`src/design/reflective_sensor_scan_sequencer_unit_macros.svh`:
```
// assertion macros used by the scan sequencer core
`ifndef REFLECTIVE_SENSOR_SCAN_SEQUENCER_UNIT_MACROS_SVH
`define REFLECTIVE_SENSOR_SCAN_SEQUENCER_UNIT_MACROS_SVH

// same-cycle implication
`define RSSS_ASSERT_HOLDS(label, ante, cons, msg) \
   label: assert property (@(posedge clock) disable iff (reset) (ante) |-> (cons)) \
      else $error(msg);

// next-cycle implication
`define RSSS_ASSERT_NEXT(label, ante, cons, msg) \
   label: assert property (@(posedge clock) disable iff (reset) (ante) |=> (cons)) \
      else $error(msg);

`endif

```
`src/design/rsss_pkg.sv`:
```
// shared types and constants of the reflective sensor scan sequencer
package rsss_pkg;

   localparam int NUM_CHANNELS = 8;
   localparam int SAMPLE_BITS  = 12;

   localparam int CMD_WIDTH    = 2;
   localparam int ADC_WIDTH    = 12;
   localparam int WAIT_WIDTH   = 16;
   localparam int CSR_IDX_W    = 2;
   localparam int CSR_DATA_W   = 16;
   localparam int OUT_MASK_W   = 8;
   localparam int OUT_SEL_W    = 3;
   localparam int WIDE_MASK_W  = 16;

   localparam logic [ADC_WIDTH-1:0] SAMPLE_MASK = ADC_WIDTH'((64'd1 << SAMPLE_BITS) - 64'd1);

   localparam logic [CMD_WIDTH-1:0] CMD_START  = 2'd0;
   localparam logic [CMD_WIDTH-1:0] CMD_TICK   = 2'd1;
   localparam logic [CMD_WIDTH-1:0] CMD_SAMPLE = 2'd2;

   localparam logic [CSR_IDX_W-1:0] CSR_THRESHOLD   = 2'd0;
   localparam logic [CSR_IDX_W-1:0] CSR_READ_WAIT   = 2'd1;
   localparam logic [CSR_IDX_W-1:0] CSR_SETTLE_WAIT = 2'd2;

   localparam logic [ADC_WIDTH-1:0]  THRESHOLD_RESET   = 12'd2048;
   localparam logic [WAIT_WIDTH-1:0] READ_WAIT_RESET   = 16'd10;
   localparam logic [WAIT_WIDTH-1:0] SETTLE_WAIT_RESET = 16'd10;

   typedef struct packed {
      logic [CMD_WIDTH-1:0] command;
      logic [ADC_WIDTH-1:0] adc_value;
   } item_type;

   typedef struct packed {
      logic [ADC_WIDTH-1:0]  detect_threshold;
      logic [WAIT_WIDTH-1:0] read_wait_ticks;
      logic [WAIT_WIDTH-1:0] settle_wait_ticks;
   } cfg_type;

   typedef struct packed {
      logic [OUT_MASK_W-1:0] emitter_mask;
      logic                  mux_enable;
      logic [OUT_SEL_W-1:0]  mux_select;
      logic                  adc_request;
      logic                  busy_res;
      logic [OUT_MASK_W-1:0] detect_mask;
      logic                  result_valid;
      logic                  start_rejected;
   } result_type;

endpackage

```
`src/design/reflective_sensor_scan_sequencer_unit.sv`:
```
// top level of the reflective sensor scan sequencer
//
// requests arrive on req_ (valid/stall) carrying a command and an adc sample:
// start scan, timer tick or adc sample complete. each request yields exactly
// one response on rsp_ (valid/stall) showing emitter, mux and adc request
// drives, busy, the last published detect mask and the done/reject flags.
// a request is registered, then evaluated combinationally against the scan
// state and written to the response register. throughput is one request per
// cycle while rsp_stall is low, set by the single state update per request.
// when rsp_stall is high the response register holds; one more request is
// taken into the input register, then req_stall rises until the response
// moves on.
// csr_ (valid/ready) writes threshold and wait registers by index; write only
// while idle. reset clears the scan state, the published mask, the valid bits
// of both register stages and restores the configuration defaults.
module reflective_sensor_scan_sequencer_unit #(
   parameter int NUM_CHANNELS = rsss_pkg::NUM_CHANNELS
) (
   input  logic                                clock,
   input  logic                                reset,
   input  logic                                req_valid,
   output logic                                req_stall,
   input  logic [rsss_pkg::CMD_WIDTH-1:0]      req_command,
   input  logic [rsss_pkg::ADC_WIDTH-1:0]      req_adc_value,
   output logic                                rsp_valid,
   input  logic                                rsp_stall,
   output logic [rsss_pkg::OUT_MASK_W-1:0]     rsp_emitter_mask,
   output logic                                rsp_mux_enable,
   output logic [rsss_pkg::OUT_SEL_W-1:0]      rsp_mux_select,
   output logic                                rsp_adc_request,
   output logic                                rsp_busy_res,
   output logic [rsss_pkg::OUT_MASK_W-1:0]     rsp_detect_mask,
   output logic                                rsp_result_valid,
   output logic                                rsp_start_rejected,
   input  logic                                csr_valid,
   output logic                                csr_ready,
   input  logic [rsss_pkg::CSR_IDX_W-1:0]      csr_index,
   input  logic [rsss_pkg::CSR_DATA_W-1:0]     csr_wdata
);

   rsss_pkg::item_type   req_item;
   rsss_pkg::item_type   item;
   logic                 item_valid;
   logic                 item_take;
   rsss_pkg::cfg_type    cfg;
   rsss_pkg::result_type rsp;

   assign req_item.command   = req_command;
   assign req_item.adc_value = req_adc_value;

   rsss_csr u_csr (
      .clock     (clock),
      .reset     (reset),
      .csr_valid (csr_valid),
      .csr_ready (csr_ready),
      .csr_index (csr_index),
      .csr_wdata (csr_wdata),
      .cfg       (cfg)
   );

   rsss_in_stage u_in_stage (
      .clock      (clock),
      .reset      (reset),
      .req_valid  (req_valid),
      .req_stall  (req_stall),
      .req_item   (req_item),
      .item_valid (item_valid),
      .item       (item),
      .item_take  (item_take)
   );

   rsss_core #(
      .NUM_CHANNELS (NUM_CHANNELS)
   ) u_core (
      .clock      (clock),
      .reset      (reset),
      .item_valid (item_valid),
      .item       (item),
      .item_take  (item_take),
      .cfg        (cfg),
      .rsp_valid  (rsp_valid),
      .rsp_stall  (rsp_stall),
      .rsp        (rsp)
   );

   assign rsp_emitter_mask   = rsp.emitter_mask;
   assign rsp_mux_enable     = rsp.mux_enable;
   assign rsp_mux_select     = rsp.mux_select;
   assign rsp_adc_request    = rsp.adc_request;
   assign rsp_busy_res       = rsp.busy_res;
   assign rsp_detect_mask    = rsp.detect_mask;
   assign rsp_result_valid   = rsp.result_valid;
   assign rsp_start_rejected = rsp.start_rejected;

endmodule

```
`src/design/rsss_csr.sv`:
```
// configuration registers of the scan sequencer
module rsss_csr (
   input  logic                             clock,
   input  logic                             reset,
   input  logic                             csr_valid,
   output logic                             csr_ready,
   input  logic [rsss_pkg::CSR_IDX_W-1:0]   csr_index,
   input  logic [rsss_pkg::CSR_DATA_W-1:0]  csr_wdata,
   output rsss_pkg::cfg_type                cfg
);

   rsss_pkg::cfg_type cfg_ff;
   rsss_pkg::cfg_type cfg_in;

   assign csr_ready = 1'b1;

   always_comb begin
      cfg_in = cfg_ff;
      if (csr_valid) begin
         case (csr_index)
            rsss_pkg::CSR_THRESHOLD:
               cfg_in.detect_threshold = csr_wdata[rsss_pkg::ADC_WIDTH-1:0];
            rsss_pkg::CSR_READ_WAIT:
               cfg_in.read_wait_ticks = csr_wdata[rsss_pkg::WAIT_WIDTH-1:0];
            rsss_pkg::CSR_SETTLE_WAIT:
               cfg_in.settle_wait_ticks = csr_wdata[rsss_pkg::WAIT_WIDTH-1:0];
            default: cfg_in = cfg_ff;
         endcase
      end
   end

   always_ff @(posedge clock) begin
      if (reset) begin
         cfg_ff.detect_threshold  <= rsss_pkg::THRESHOLD_RESET;
         cfg_ff.read_wait_ticks   <= rsss_pkg::READ_WAIT_RESET;
         cfg_ff.settle_wait_ticks <= rsss_pkg::SETTLE_WAIT_RESET;
      end else begin
         cfg_ff <= cfg_in;
      end
   end

   assign cfg = cfg_ff;

endmodule

```
`src/design/rsss_in_stage.sv`:
```
// input register of the scan sequencer
module rsss_in_stage (
   input  logic               clock,
   input  logic               reset,
   input  logic               req_valid,
   output logic               req_stall,
   input  rsss_pkg::item_type req_item,
   output logic               item_valid,
   output rsss_pkg::item_type item,
   input  logic               item_take
);

   logic               valid_ff;
   logic               valid_in;
   rsss_pkg::item_type item_ff;
   logic               load;

   assign req_stall = valid_ff && !item_take;
   assign load      = req_valid && !req_stall;

   always_comb begin
      valid_in = valid_ff;
      if (load) begin
         valid_in = 1'b1;
      end else if (item_take) begin
         valid_in = 1'b0;
      end
   end

   always_ff @(posedge clock) begin
      if (reset) begin
         valid_ff <= 1'b0;
      end else begin
         valid_ff <= valid_in;
      end
   end

   always_ff @(posedge clock) begin
      if (load) begin
         item_ff <= req_item;
      end
   end

   assign item_valid = valid_ff;
   assign item       = item_ff;

endmodule

```
`src/design/rsss_core.sv`:
```
// scan state machine and result register of the scan sequencer
`include "reflective_sensor_scan_sequencer_unit_macros.svh"

module rsss_core #(
   parameter int NUM_CHANNELS = rsss_pkg::NUM_CHANNELS
) (
   input  logic                 clock,
   input  logic                 reset,
   input  logic                 item_valid,
   input  rsss_pkg::item_type   item,
   output logic                 item_take,
   input  rsss_pkg::cfg_type    cfg,
   output logic                 rsp_valid,
   input  logic                 rsp_stall,
   output rsss_pkg::result_type rsp
);

   localparam int ChanBits = (NUM_CHANNELS > 1) ? $clog2(NUM_CHANNELS) : 1;
   localparam logic [ChanBits-1:0] LastChan = ChanBits'(NUM_CHANNELS - 1);

   typedef enum logic [1:0] {
      PH_IDLE,
      PH_READ,
      PH_SAMPLE,
      PH_SETTLE
   } phase_type;

   phase_type                         phase_ff, phase_in;
   logic [ChanBits-1:0]               chan_ff, chan_in;
   logic [rsss_pkg::WAIT_WIDTH-1:0]   tick_ff, tick_in;
   logic [NUM_CHANNELS-1:0]           partial_ff, partial_in;
   logic [NUM_CHANNELS-1:0]           published_ff, published_in;
   logic                              rsp_valid_ff;
   rsss_pkg::result_type              result_ff, result_in;

   logic [rsss_pkg::WAIT_WIDTH:0]     tick_sum;
   logic [rsss_pkg::ADC_WIDTH-1:0]    sample;
   logic                              adc_req_in;
   logic                              done_in;
   logic                              rejected_in;
   logic                              busy_in;
   logic [rsss_pkg::WIDE_MASK_W-1:0]  emit_wide;
   logic [rsss_pkg::WIDE_MASK_W-1:0]  chan_wide;
   logic [rsss_pkg::WIDE_MASK_W-1:0]  published_wide;

   assign item_take = item_valid && (!rsp_valid_ff || !rsp_stall);
   assign tick_sum  = {1'b0, tick_ff} + (rsss_pkg::WAIT_WIDTH + 1)'(1);
   assign sample    = item.adc_value & rsss_pkg::SAMPLE_MASK;

   always_comb begin
      phase_in     = phase_ff;
      chan_in      = chan_ff;
      tick_in      = tick_ff;
      partial_in   = partial_ff;
      published_in = published_ff;
      adc_req_in   = 1'b0;
      done_in      = 1'b0;
      rejected_in  = 1'b0;
      case (item.command)
         rsss_pkg::CMD_START: begin
            if (phase_ff == PH_IDLE) begin
               phase_in   = PH_READ;
               chan_in    = '0;
               tick_in    = '0;
               partial_in = '0;
            end else begin
               rejected_in = 1'b1;
            end
         end
         rsss_pkg::CMD_TICK: begin
            if (phase_ff == PH_READ) begin
               if (tick_sum >= {1'b0, cfg.read_wait_ticks}) begin
                  phase_in   = PH_SAMPLE;
                  tick_in    = '0;
                  adc_req_in = 1'b1;
               end else begin
                  tick_in = tick_sum[rsss_pkg::WAIT_WIDTH-1:0];
               end
            end else if (phase_ff == PH_SETTLE) begin
               if (tick_sum >= {1'b0, cfg.settle_wait_ticks}) begin
                  phase_in = PH_READ;
                  tick_in  = '0;
                  chan_in  = chan_ff + ChanBits'(1);
               end else begin
                  tick_in = tick_sum[rsss_pkg::WAIT_WIDTH-1:0];
               end
            end
         end
         rsss_pkg::CMD_SAMPLE: begin
            if (phase_ff == PH_SAMPLE) begin
               if (sample < cfg.detect_threshold) begin
                  partial_in = partial_ff | (NUM_CHANNELS'(1) << chan_ff);
               end
               tick_in = '0;
               if (chan_ff == LastChan) begin
                  published_in = partial_in;
                  phase_in     = PH_IDLE;
                  chan_in      = '0;
                  done_in      = 1'b1;
               end else begin
                  phase_in = PH_SETTLE;
               end
            end
         end
         default: phase_in = phase_ff;
      endcase
   end

   assign busy_in        = (phase_in != PH_IDLE);
   assign chan_wide      = rsss_pkg::WIDE_MASK_W'(chan_in);
   assign emit_wide      = (phase_in == PH_READ || phase_in == PH_SAMPLE)
                           ? (rsss_pkg::WIDE_MASK_W'(1) << chan_in) : '0;
   assign published_wide = rsss_pkg::WIDE_MASK_W'(published_in);

   always_comb begin
      result_in.emitter_mask   = emit_wide[rsss_pkg::OUT_MASK_W-1:0];
      result_in.mux_enable     = busy_in;
      result_in.mux_select     = busy_in ? chan_wide[rsss_pkg::OUT_SEL_W-1:0] : '0;
      result_in.adc_request    = adc_req_in;
      result_in.busy_res       = busy_in;
      result_in.detect_mask    = published_wide[rsss_pkg::OUT_MASK_W-1:0];
      result_in.result_valid   = done_in;
      result_in.start_rejected = rejected_in;
   end

   always_ff @(posedge clock) begin
      if (reset) begin
         phase_ff     <= PH_IDLE;
         chan_ff      <= '0;
         tick_ff      <= '0;
         partial_ff   <= '0;
         published_ff <= '0;
         rsp_valid_ff <= 1'b0;
      end else begin
         if (item_take) begin
            phase_ff     <= phase_in;
            chan_ff      <= chan_in;
            tick_ff      <= tick_in;
            partial_ff   <= partial_in;
            published_ff <= published_in;
            rsp_valid_ff <= 1'b1;
            result_ff    <= result_in;
         end else if (!rsp_stall) begin
            rsp_valid_ff <= 1'b0;
         end
      end
   end

   assign rsp_valid = rsp_valid_ff;
   assign rsp       = result_ff;

   `RSSS_ASSERT_HOLDS(a_idle_chan_zero, phase_ff == PH_IDLE, chan_ff == '0, "channel set while idle")
   `RSSS_ASSERT_NEXT(a_req_enters_sample, item_take && adc_req_in, phase_ff == PH_SAMPLE, "sample request without sample wait")
   `RSSS_ASSERT_NEXT(a_reject_keeps_scan, item_take && rejected_in, $stable(phase_ff) && $stable(chan_ff), "rejected start changed scan")
   `RSSS_ASSERT_HOLDS(a_done_is_idle, rsp_valid_ff && result_ff.result_valid, !result_ff.busy_res && result_ff.emitter_mask == '0, "scan done while busy")

endmodule
```
`config.mk`:
```
export PLATFORM = sky130hd
export DESIGN_NAME = reflective_sensor_scan_sequencer_unit
export DESIGN_NICKNAME = d
export VERILOG_FILES = /design/src/design/rsss_pkg.sv /design/src/design/reflective_sensor_scan_sequencer_unit.sv /design/src/design/rsss_csr.sv /design/src/design/rsss_in_stage.sv /design/src/design/rsss_core.sv
export VERILOG_INCLUDE_DIRS = /design/src /design/src/design
export SDC_FILE = /design/constraint.sdc
export NUM_CORES = 1
export LEC_CHECK = 0
export BUFFER_PORTS_ARGS = -buffer_cell sky130_fd_sc_hd__buf_4
export CAP_MARGIN = 10
export CORE_ASPECT_RATIO = 1.4
export CORE_MARGIN = 2
export CORE_UTILIZATION = 43
export CTS_BUF_LIST = sky130_fd_sc_hd__clkbuf_2
export DETAILED_ROUTE_END_ITERATION = 7
export PLACE_DENSITY = 0.65
export SLEW_MARGIN = 40
export SYNTH_ARGS = -nofsm -noshare
export SYNTH_HDL_FRONTEND = slang
export SYNTH_HIERARCHICAL = 1
export SYNTH_SLANG_ARGS = --single-unit
```
`constraint.sdc`:
```
create_clock -name clock -period 4.6 [get_ports clock]
set_input_delay 1.38 -clock clock [delete_from_list [all_inputs] [get_ports clock]]
set_output_delay 1.38 -clock clock [all_outputs]
set_load 0.02 [all_outputs]
```
[Yosys cells after proc, flatten, opt, wreduce, memory -nomap -nowiden]
Cells that the tools add are included.
Storage, ports and cells
  register bits: 120
  bits of input ports: 37
  output and inout port bits: 27
  logic and storage cells: 102
Cells by class
  $add $sub $neg: 2
  $lt $le $gt $ge: 3
  equality and inequality tests: 14
  shift operators: 2
  muxes and demuxes: 36
  bitwise gates (word level): 2
  reduce and logical (&&, ||, !) cells: 24
Operator list (count)
  16-bit two-way mux: 6
  8-bit two-way mux: 6
  16-bit case mux with 3 select lines: 1
  17-bit by 16-bit >= comparator with 1-bit output: 2
  3-bit two-way mux: 6
  16-bit by 1-bit adder with 17-bit output, second input constant: 1
  8-bit case mux with 2 select lines: 1
  1-bit by 3-bit left shift with 8-bit output, first input constant: 2
  2-bit two-way mux: 7
  12-bit < comparator: 1
  2-bit AND reduction: 6
  2-bit == test, second input constant: 5
  3-bit case mux with 3 select lines: 1
  2-bit by 1-bit == test with 1-bit output, second input constant: 4
  8-bit bitwise OR: 1
  1-bit two-way mux: 7
  2-bit zero test: 3
  2-bit by 1-bit inequality test with 1-bit output, second input constant: 3
  2-bit case mux with 3 select lines: 1
  2-bit nonzero test: 3
  5-bit AND reduction: 1
  1-bit zero test: 4
  4-bit AND reduction: 1
  3-bit by 1-bit adder with 3-bit output, second input constant: 1
  other kinds (6): 9

[Logic depth before layout (Yosys ltp)]
Gate-level depths: netlist (run 1).
  depth in word-level cells: 8
  mapped depth: 19
  mapped depth without buffers: 18

[By module]
Netlist (run 1), hierarchy kept.
Modules (own cells, without submodules)
  rsss_core: times used 1, cells an instance 484, area an instance 4172.8 µm², seq. area each 1451.4 µm²
  rsss_csr: times used 1, cells an instance 170, area an instance 1833.0 µm², seq. area each 880.8 µm²
  rsss_in_stage: times used 1, cells an instance 18, area an instance 470.5 µm², seq. area each 440.4 µm²

[Worst setup path before layout (run 1)]
No wires, ideal clock.
  kind: register to register
  from: register u_core/tick_ff[0] (netlist bit)
  to: register u_core.result_ff, in the netlist u_core/rsp[19], data pin
  setup time: 0.255 ns
  data arrival time: 4.223 ns
  data required time: 4.345 ns
  slack: 0.122 ns
  cell stages (with the launch flop): 20
  path buffers: 1
  period minus slack after synthesis: 4.478 ns
  cells stage by stage: dfxtp_1 > ha_1 > nand3_2 > or2_1 > buf_6 > nor2_1 > xor2_1 > ha_1 > nand4_1 > o41ai_1 > a221oi_1 > o311a_2 > nor2_2 > a31o_2 > or2_2 > ha_1 > nand3_1 > a211oi_1 > a41o_1 > and2_1
On the way
  cells in the longest elaborated chain, start to end: 8
  elaborated cells between the ends (all ways): 16
  classes of those cells: add/sub (1); order compare (2); eq/ne (2); shift (1); mux (9); reduce/logical (1)
Ends and longest elaborated chain
  start: declaration: RTL line rsss_core.sv:30  | logic [rsss_pkg::WAIT_WIDTH-1:0] tick_ff, tick_in;
  start signal: assignment: RTL line rsss_core.sv:138  | tick_ff <= tick_in;
  16-bit by 1-bit adder with 17-bit output (*): RTL line rsss_core.sv:47  | assign tick_sum = {1'b0, tick_ff} + (rsss_pkg::WAIT_WIDTH + 1)'(1);
  17-bit by 16-bit >= comparator with 1-bit output: RTL line rsss_core.sv:80  | if (tick_sum >= {1'b0, cfg.settle_wait_ticks}) begin
  2-bit two-way mux: RTL line rsss_core.sv:80
  2-bit two-way mux: RTL line rsss_core.sv:79  | end else if (phase_ff == PH_SETTLE) begin
  2-bit two-way mux: RTL line rsss_core.sv:71  | if (phase_ff == PH_READ) begin
  2-bit case mux with 3 select lines: RTL line rsss_core.sv:59  | case (item.command)
  2-bit by 1-bit == test with 1-bit output or 2-bit == test (tied branches): RTL line rsss_core.sv:111  | assign emit_wide = (phase_in == PH_READ || phase_in == PH_SAMPLE)
  1-bit logical OR: RTL line rsss_core.sv:111
  end signal: assignment: RTL line rsss_core.sv:142  | result_ff <= result_in;
  end: declaration: RTL line rsss_core.sv:34  | rsss_pkg::result_type result_ff, result_in;
Mark *: on every way between the ends. The rest lies on a longest branch, timed or not.
A chain may end at the register's enable or synchronous reset.

[Final worst setup path (run 1)]
Ends and elaborated chain as after synthesis.

==> results of run 1 <==
## where the power goes
group | switching [uW] | internal [uW] | total, uW
sequential | 17.6 | 1120 | 1140
clock | 421 | 414 | 835
combinational | 121 | 91.5 | 213
total | 560 | 1630 | 2190
## registers in the layout, summed over array words and instances (netlist names)
signal,flops
u_csr/cfg,44
u_in_stage/item_valid,1
u_core/rsp_valid,1
u_in_stage/item,14
u_core/tick_ff,16
u_core/rsp,23
u_core/chan_ff,3
u_core/phase_ff,2
u_core/partial_ff,8
u_core/published_ff,8
## per-layer routing
layer	track usage (%)	wire (um)	part of all wire (%)	vias to the layer above
met4	9.615	433	2.8	0
met3	4.325	766	5.0	39
met1	20.69	5880	39	2463
met5	0	0	0	-
li1	-	-	-	2523
met2	36.01	8147	54	194
## layout make-up
type / instances / area (um^2)
multi-input cells: 467 / 3374
clock inverters: 15 / 225.2
flip-flops and latches: 120 / 2774
fillers: 1406 / 7350
diodes: 1 / 2.502
repair buffers: 78 / 585.6
inverters: 58 / 217.7
well taps: 192 / 240.2
clock buffers: 17 / 85.08
## tightest hold or removal path, stage by stage (launching register included)
cell                       delay, ns
sky130_fd_sc_hd__dfxtp_1        0.35
sky130_fd_sc_hd__nand2b_1       0.06
sky130_fd_sc_hd__mux2i_1        0.06
## placed cells by master (no fill, tap or decap), types with 16 or more instances in the layout
cell / netlist / final
sky130_fd_sc_hd__a21oi_1: 42 / 42
sky130_fd_sc_hd__buf_4: 3 / 78
sky130_fd_sc_hd__clkbuf_2: 0 / 17
sky130_fd_sc_hd__dfxtp_1: 83 / 82
sky130_fd_sc_hd__edfxtp_1: 37 / 37
sky130_fd_sc_hd__ha_1: 52 / 50
sky130_fd_sc_hd__inv_1: 57 / 57
sky130_fd_sc_hd__mux2i_1: 44 / 44
sky130_fd_sc_hd__nand2_1: 37 / 37
sky130_fd_sc_hd__nand2b_1: 57 / 57
sky130_fd_sc_hd__nand4_1: 16 / 16
sky130_fd_sc_hd__nor2_1: 51 / 49
sky130_fd_sc_hd__o21ai_0: 38 / 38
## timing repair
| action | in CTS | in global routing |
|---|---|---|
| buffers inserted | 1 | 2 |
| hold buffers | 0 | 0 |
| resized for setup | 0 | 8 |
| pin swaps | 1 | 4 |
| setup endpoints to repair | 2 | 5 |
## logic make-up (layout without fill, tap and decap cells)
kind of cell    count (synthesis)  after routing  share of synthesized area (%)
simple gates                  214            214                          17.70
compound gates                142            142                          14.93
flops                         120            120                          42.81
buf+inv                        85            168                          5.757
fa+ha+maj                      52             52                          10.05
mux                            44             44                          6.801
xor+xnor                       14             14                          1.893
other cells                     1              2                        0.05790
## worst paths after layout
| path | slack, ns | endpoint | from |
|---|---|---|---|
| hold / removal | 0.49 | u_csr/cfg[12] | u_csr/cfg[12] |
| hold reg to reg | 0.49 | u_csr/cfg[12] | u_csr/cfg[12] |
| setup / recovery | 0.20 | u_core/rsp[19] | u_core/tick_ff[0] |
| setup reg to reg | 0.20 | u_core/rsp[19] | u_core/tick_ff[0] |
## stage by stage
step | power, uW | cells
after global placement | 1364 | 910
final | 2188 | 948
after CTS | 2209 | 945
after detailed placement | 1372 | 912
after floorplan | 1293 | 672
after global routing | 2287 | 948
==> flow_metrics.py, run 1 <==
metrics = {
    "outcome": {
        "outcome": "finished clean",
    },
    "clock_network": {
        "cts_tree": "done",
        "cts.sink_count": 120,
        "cts-buffers-inserted": 17,
        "cts_htree_levels": 4,
        "cts.root.buffer_cell": "sky130_fd_sc_hd__clkbuf_2",
        "clock_insertion_delay_worst_skew_ns": 0.69,
        "clkSlewWorstSetupHoldPaths_ns": 0.18,
        "ctsLongestPathBuffers": 2,
    },
    "global_routing": {
        "grt_start_max_net_pins": 77,
        "grt_antenna_before_repair": 1,
        "first_global_vias": 5278,
        "grtUsageTotal_pct": 19.56,
        "grt.overflow.total": 0,
        "grt_first_pass_wirelength_um": 24560,
    },
    "critical_path": {
        "endpoint_kind_of_the_worst_setup_timing_path": "flip-flop",
        "required_ns": 5.06,
        "timing.critical_path.buf_inv": 0,
        "cp_arrival_ns": 4.86,
        "worst_setup_path_start_kind": "flip-flop",
        "timing.critical_path.depth": 18,
        "crit_path_max_incr_delay_ns": 0.40,
        "reg2reg_depth": 18,
        "cp_max_fo": 9,
        "timing_worst_setup_path_type": "reg -> reg",
        "critical_path.cell_chain": "ha_2, nand3_2, or2_4, nor2_1, xor2_1, ha_1, a21oi_1, o41ai_1, a221oi_1, o311a_2, nor2_2, a31o_2, or2_2, ha_4, nand3_1, a211oi_2, a41o_1, and2_1",
        "critical-path-top-delay-family": "compound AO/OA/AOI/OAI gates",
        "critical_path.slowest_cell": "sky130_fd_sc_hd__dfxtp_1",
    },
    "floorplan": {
        "start_util_pct": 43.60,
        "die_area_um2": 16070,
        "pin_count": 64,
        "row_count": 53,
        "placeableCoreArea_um2": 14850,
        "fp.dieW_um": 107.7,
        "floorplan_die_height_um": 149.2,
    },
    "timing": {
        "final-max-slew-violation-count": 0,
        "clock-skew-final_ns": 0.02623,
        "totalNegativeSetupSlack_ns": 0,
        "final-hold-violation-count": 0,
        "final.period_utilization_pct": 95.61,
        "tightest_hold_margin_ns": 0.4912,
        "fin_crit_ns": 4.398,
        "setup_violations": 0,
        "achievable-frequency_mhz": 227.4,
        "worst_pin_slew_ns": 0.7973,
        "max-slew-margin-rel_pct": 46.53,
        "post-route-worst-setup-slack_ns": 0.2020,
    },
    "logic_synthesis": {
        "synthDominantAreaCellType": "sky130_fd_sc_hd__dfxtp_1",
        "ys.warnings.count": 6,
        "synth_area_um2": 6476,
        "synth.distinct_cells": 65,
        "syn_nets": 761,
        "postSynthRegisterBits": 120,
        "seq_area_frac_synth_pct": 42.81,
        "syn_avg_cell_area_um2": 9.637,
        "synth_edf_count": 37,
        "synth_top_cells_by_area": "sky130_fd_sc_hd__dfxtp_1 (26%), sky130_fd_sc_hd__edfxtp_1 (17%), sky130_fd_sc_hd__ha_1 (10%)",
        "synthFlopType": "sky130_fd_sc_hd__dfxtp_1",
        "synthTopCellsByCount": "sky130_fd_sc_hd__dfxtp_1 (83), sky130_fd_sc_hd__inv_1 (57), sky130_fd_sc_hd__nand2b_1 (57)",
        "ys_async_sr_fraction_pct": 0,
        "yosys.cell_count.top_type": "sky130_fd_sc_hd__dfxtp_1",
        "syn-instance-count": 672,
        "synth_top_area_share_pct": 25.66,
    },
    "hold_path": {
        "timing.hold.worst_path_depth": 2,
        "holdCritPathClass": "reg -> reg",
    },
    "routing": {
        "vias": 5219,
        "drt_drc_violations_left": 0,
        "detailedRoute.firstPassIterationCount": 6,
        "antenna_left": 0,
        "drt-initial-drc-count": 297,
        "detail_route.wirelength_um": 15230,
        "route.detailed.wl_per_inst_um": 16.06,
        "vias_per_cell": 5.505,
    },
    "placed_design": {
        "dpl-instance-area_um2": 7129,
        "port-buffer-count": 62,
        "dpl_worst_slack_ns": -0.03378,
        "detailedPlacementHpwl_um": 11350,
        "gpl.final_weighted_congestion": 0.9230,
    },
    "power": {
        "worst_ir_drop_vdd_uv": 184.2,
        "leakagePower_uw": 0.003140,
        "cell_pwr_density_nw_per_um2": 291.5,
    },
    "layout": {
        "finalNetCount": 831,
        "post_route_utilization_pct": 50.52,
        "finalInstanceArea_um2": 7505,
        "area.growth.synth_to_final_pct": 15.88,
        "drive_above_1_share_pct": 17.75,
    },
    "flow_run": {
        "max-cap-violations": 0,
    },
}
No activity file was read; power rests on OpenSTA's default activity.
==> run 2: changes to the inputs <==
CORE_ASPECT_RATIO = default   (was 1.4)
clock period = 3.7 ns   (was 4.6 ns; I/O delays follow)
==> run 2 against run 1 <==
Effect of this change:
- the run now ends with negative setup slack left
- register-to-register slack lost 0.50 ns
- power grew 19%
- core utilization grew 4.2 points
- non-clock buffer count grew 50
- clock skew grew 0.0046 ns
- first-iteration DRC count grew 30%
- setup slack lost 0.50 ns
- sequential power grew 25%
- wire length shrank 1.0%
- sequential cell count is the same
- highest routed layer unchanged
==> flow_metrics.py, run 2 (same netlist as run 1, synthesis figures left out) <==
metrics = {
    "floorplan": {
        "start_util_pct": 44.22,
        "row_count": 44,
        "floorplan_die_height_um": 126.7,
        "fp.dieW_um": 126.7,
        "pin_count": 64,
        "placeableCoreArea_um2": 14640,
        "die_area_um2": 16060,
    },
    "global_routing": {
        "grt.overflow.total": 0,
        "grt_start_max_net_pins": 77,
        "grtUsageTotal_pct": 19.32,
        "grt_first_pass_wirelength_um": 24630,
        "first_global_vias": 5210,
        "grt_antenna_before_repair": 0,
    },
    "clock_network": {
        "clkSlewWorstSetupHoldPaths_ns": 0.20,
        "clock_insertion_delay_worst_skew_ns": 0.72,
        "cts_tree": "done",
        "cts.root.buffer_cell": "sky130_fd_sc_hd__clkbuf_2",
        "ctsLongestPathBuffers": 2,
        "cts_htree_levels": 4,
        "cts-buffers-inserted": 17,
        "cts.sink_count": 120,
    },
    "timing": {
        "worst_pin_slew_ns": 0.8049,
        "post-route-worst-setup-slack_ns": -0.2949,
        "max-slew-margin-rel_pct": 46.34,
        "tightest_hold_margin_ns": 0.4898,
        "final-hold-violation-count": 0,
        "setup_violations": 8,
        "fin_crit_ns": 3.995,
        "rsz_0062_raised_after_global_routing": "yes",
        "achievable-frequency_mhz": 250.3,
        "final-max-slew-violation-count": 0,
        "final.period_utilization_pct": 108.0,
        "clock-skew-final_ns": 0.03082,
    },
    "critical_path": {
        "worst_setup_path_startpoint": "u_core/tick_ff[0]",
        "worst_setup_path_start_kind": "flip-flop",
        "cp_max_fo": 5,
        "endpoint_kind_of_the_worst_setup_timing_path": "flip-flop",
        "cp_arrival_ns": 4.47,
        "regToRegStartpoint": "u_core/tick_ff[0]",
        "required_ns": 4.17,
        "timing_worst_setup_path_type": "reg -> reg",
        "worst-r2r-setup-slack_ns": -0.29,
    },
    "placed_design": {
        "port-buffer-count": 62,
        "gpl.final_weighted_congestion": 0.9044,
        "placed_cells": 944,
        "detailedPlacementHpwl_um": 11180,
    },
    "routing": {
        "vias": 5236,
        "drt_drc_violations_left": 0,
        "route.detailed.wl_per_inst_um": 15.24,
        "detailedRoute.firstPassIterationCount": 5,
        "vias_per_cell": 5.294,
        "detail_route.wirelength_um": 15070,
        "antenna_left": 0,
        "drt-initial-drc-count": 387,
    },
    "layout": {
        "post_route_utilization_pct": 54.70,
        "finalNetCount": 881,
        "drive_above_1_share_pct": 25.96,
        "largest_reg_flops": 44,
        "layout.cells.non_filler": 989,
        "n_fill_cell": 1310,
        "area.growth.synth_to_final_pct": 23.69,
        "insertedDiodeCount": 0,
        "layout.cells.most_common": "sky130_fd_sc_hd__buf_4",
        "most-common-layout-cells": "sky130_fd_sc_hd__buf_4 (124), sky130_fd_sc_hd__dfxtp_1 (77), sky130_fd_sc_hd__inv_1 (57), sky130_fd_sc_hd__nand2b_1 (57), sky130_fd_sc_hd__ha_1 (49)",
    },
    "power": {
        "worst_ir_drop_vdd_uv": 277.6,
        "leakagePower_uw": 0.003409,
        "cell_pwr_density_nw_per_um2": 324.8,
    },
    "outcome": {
        "outcome": "finished, violations left",
        "violations": "negative setup slack",
    },
    "hold_path": {
        "holdCritStartpoint": "u_csr/cfg[42]",
        "holdCritPathClass": "reg -> reg",
    },
    "flow_run": {
        "max-cap-violations": 0,
    },
}
## run 2: cell count changes in the layout (fill, tap and decap cells not counted), moves of 4 or more
cell                      delta
sky130_fd_sc_hd__buf_6       +4
sky130_fd_sc_hd__a21oi_1     -4
sky130_fd_sc_hd__buf_4      +46
sky130_fd_sc_hd__a21oi_2     +4
sky130_fd_sc_hd__dfxtp_1     -5
## run 2: power breakdown
group / leakage, uW / switching (uW) / internal, uW / total [uW]
clock network: 0.000151 / 528 / 379 / 907
registers: 0.00103 / 21.9 / 1390 / 1420
logic: 0.00223 / 156 / 124 / 280
total: 0.00341 / 705 / 1900 / 2600
## run 2: worst max-delay path, stage by stage, from the launching register on
cell	delay (ns)
sky130_fd_sc_hd__dfxtp_4	0.41
sky130_fd_sc_hd__ha_4	0.15
sky130_fd_sc_hd__nand3_4	0.06
sky130_fd_sc_hd__or2_4	0.27
sky130_fd_sc_hd__buf_6	0.13
sky130_fd_sc_hd__nor2_4	0.12
sky130_fd_sc_hd__xor2_2	0.18
sky130_fd_sc_hd__ha_1	0.27
sky130_fd_sc_hd__nand4_1	0.15
sky130_fd_sc_hd__o41ai_2	0.10
sky130_fd_sc_hd__a221oi_2	0.35
sky130_fd_sc_hd__o311a_4	0.30
sky130_fd_sc_hd__nor2_4	0.05
sky130_fd_sc_hd__a31o_4	0.20
sky130_fd_sc_hd__or2_4	0.24
sky130_fd_sc_hd__ha_4	0.26
sky130_fd_sc_hd__nand3_2	0.08
sky130_fd_sc_hd__a211oi_2	0.04
sky130_fd_sc_hd__a41o_1	0.23
sky130_fd_sc_hd__and2_1	0.15
## run 2: through the flow
stage | area, um^2 | total power, uW | setup TNS [ns] | worst slack [ns]
after floorplan | 6605 | 1609 | -0.4821 | -0.2497
after global placement | 7540 | 1705 | -0.4051 | -0.1791
after detailed placement | 7540 | 1712 | -1.409 | -0.3194
after CTS | 7911 | 2630 | -1.452 | -0.2298
after global routing | 8010 | 2728 | -2.637 | -0.3745
final | 8010 | 2602 | -1.792 | -0.2949
## run 2: layout make-up
type,count,area (um^2),share of cell area (%)
multi-input cells,467,3540,44.19
clock inverters,15,176.4,2.202
clock buffers,17,85.08,1.062
repair buffers,128,975.9,12.18
well taps,184,230.2,2.874
inverters,58,217.7,2.718
flip-flops and latches,120,2785,34.77
## run 2: what timing repair did
| action | 4_1_cts | 5_1_grt |
|---|---|---|
| gates resized for setup | 13 | 13 |
| hold endpoints to repair | 0 | 0 |
| setup endpoints to repair | 8 | 8 |
| pin swaps | 18 | 19 |
| hold buffers | 0 | 0 |
| buffers inserted | 8 | 5 |
## run 2: path summary, 6_finish.rpt
path         depth (start not counted)        endpoint
max                                 19  u_core/rsp[19]
min                                  2   u_csr/cfg[42]
max reg2reg                         19  u_core/rsp[19]
min reg2reg                          2   u_csr/cfg[42]
## run 2: layer usage
metal,GRT usage [%],vias to the layer above,share of wire (%)
met5,0,-,0
met4,9.050,0,2.0
met3,4.808,28,4.8
met2,33.13,141,48
met1,22.78,2440,45
li1,-,2627,-
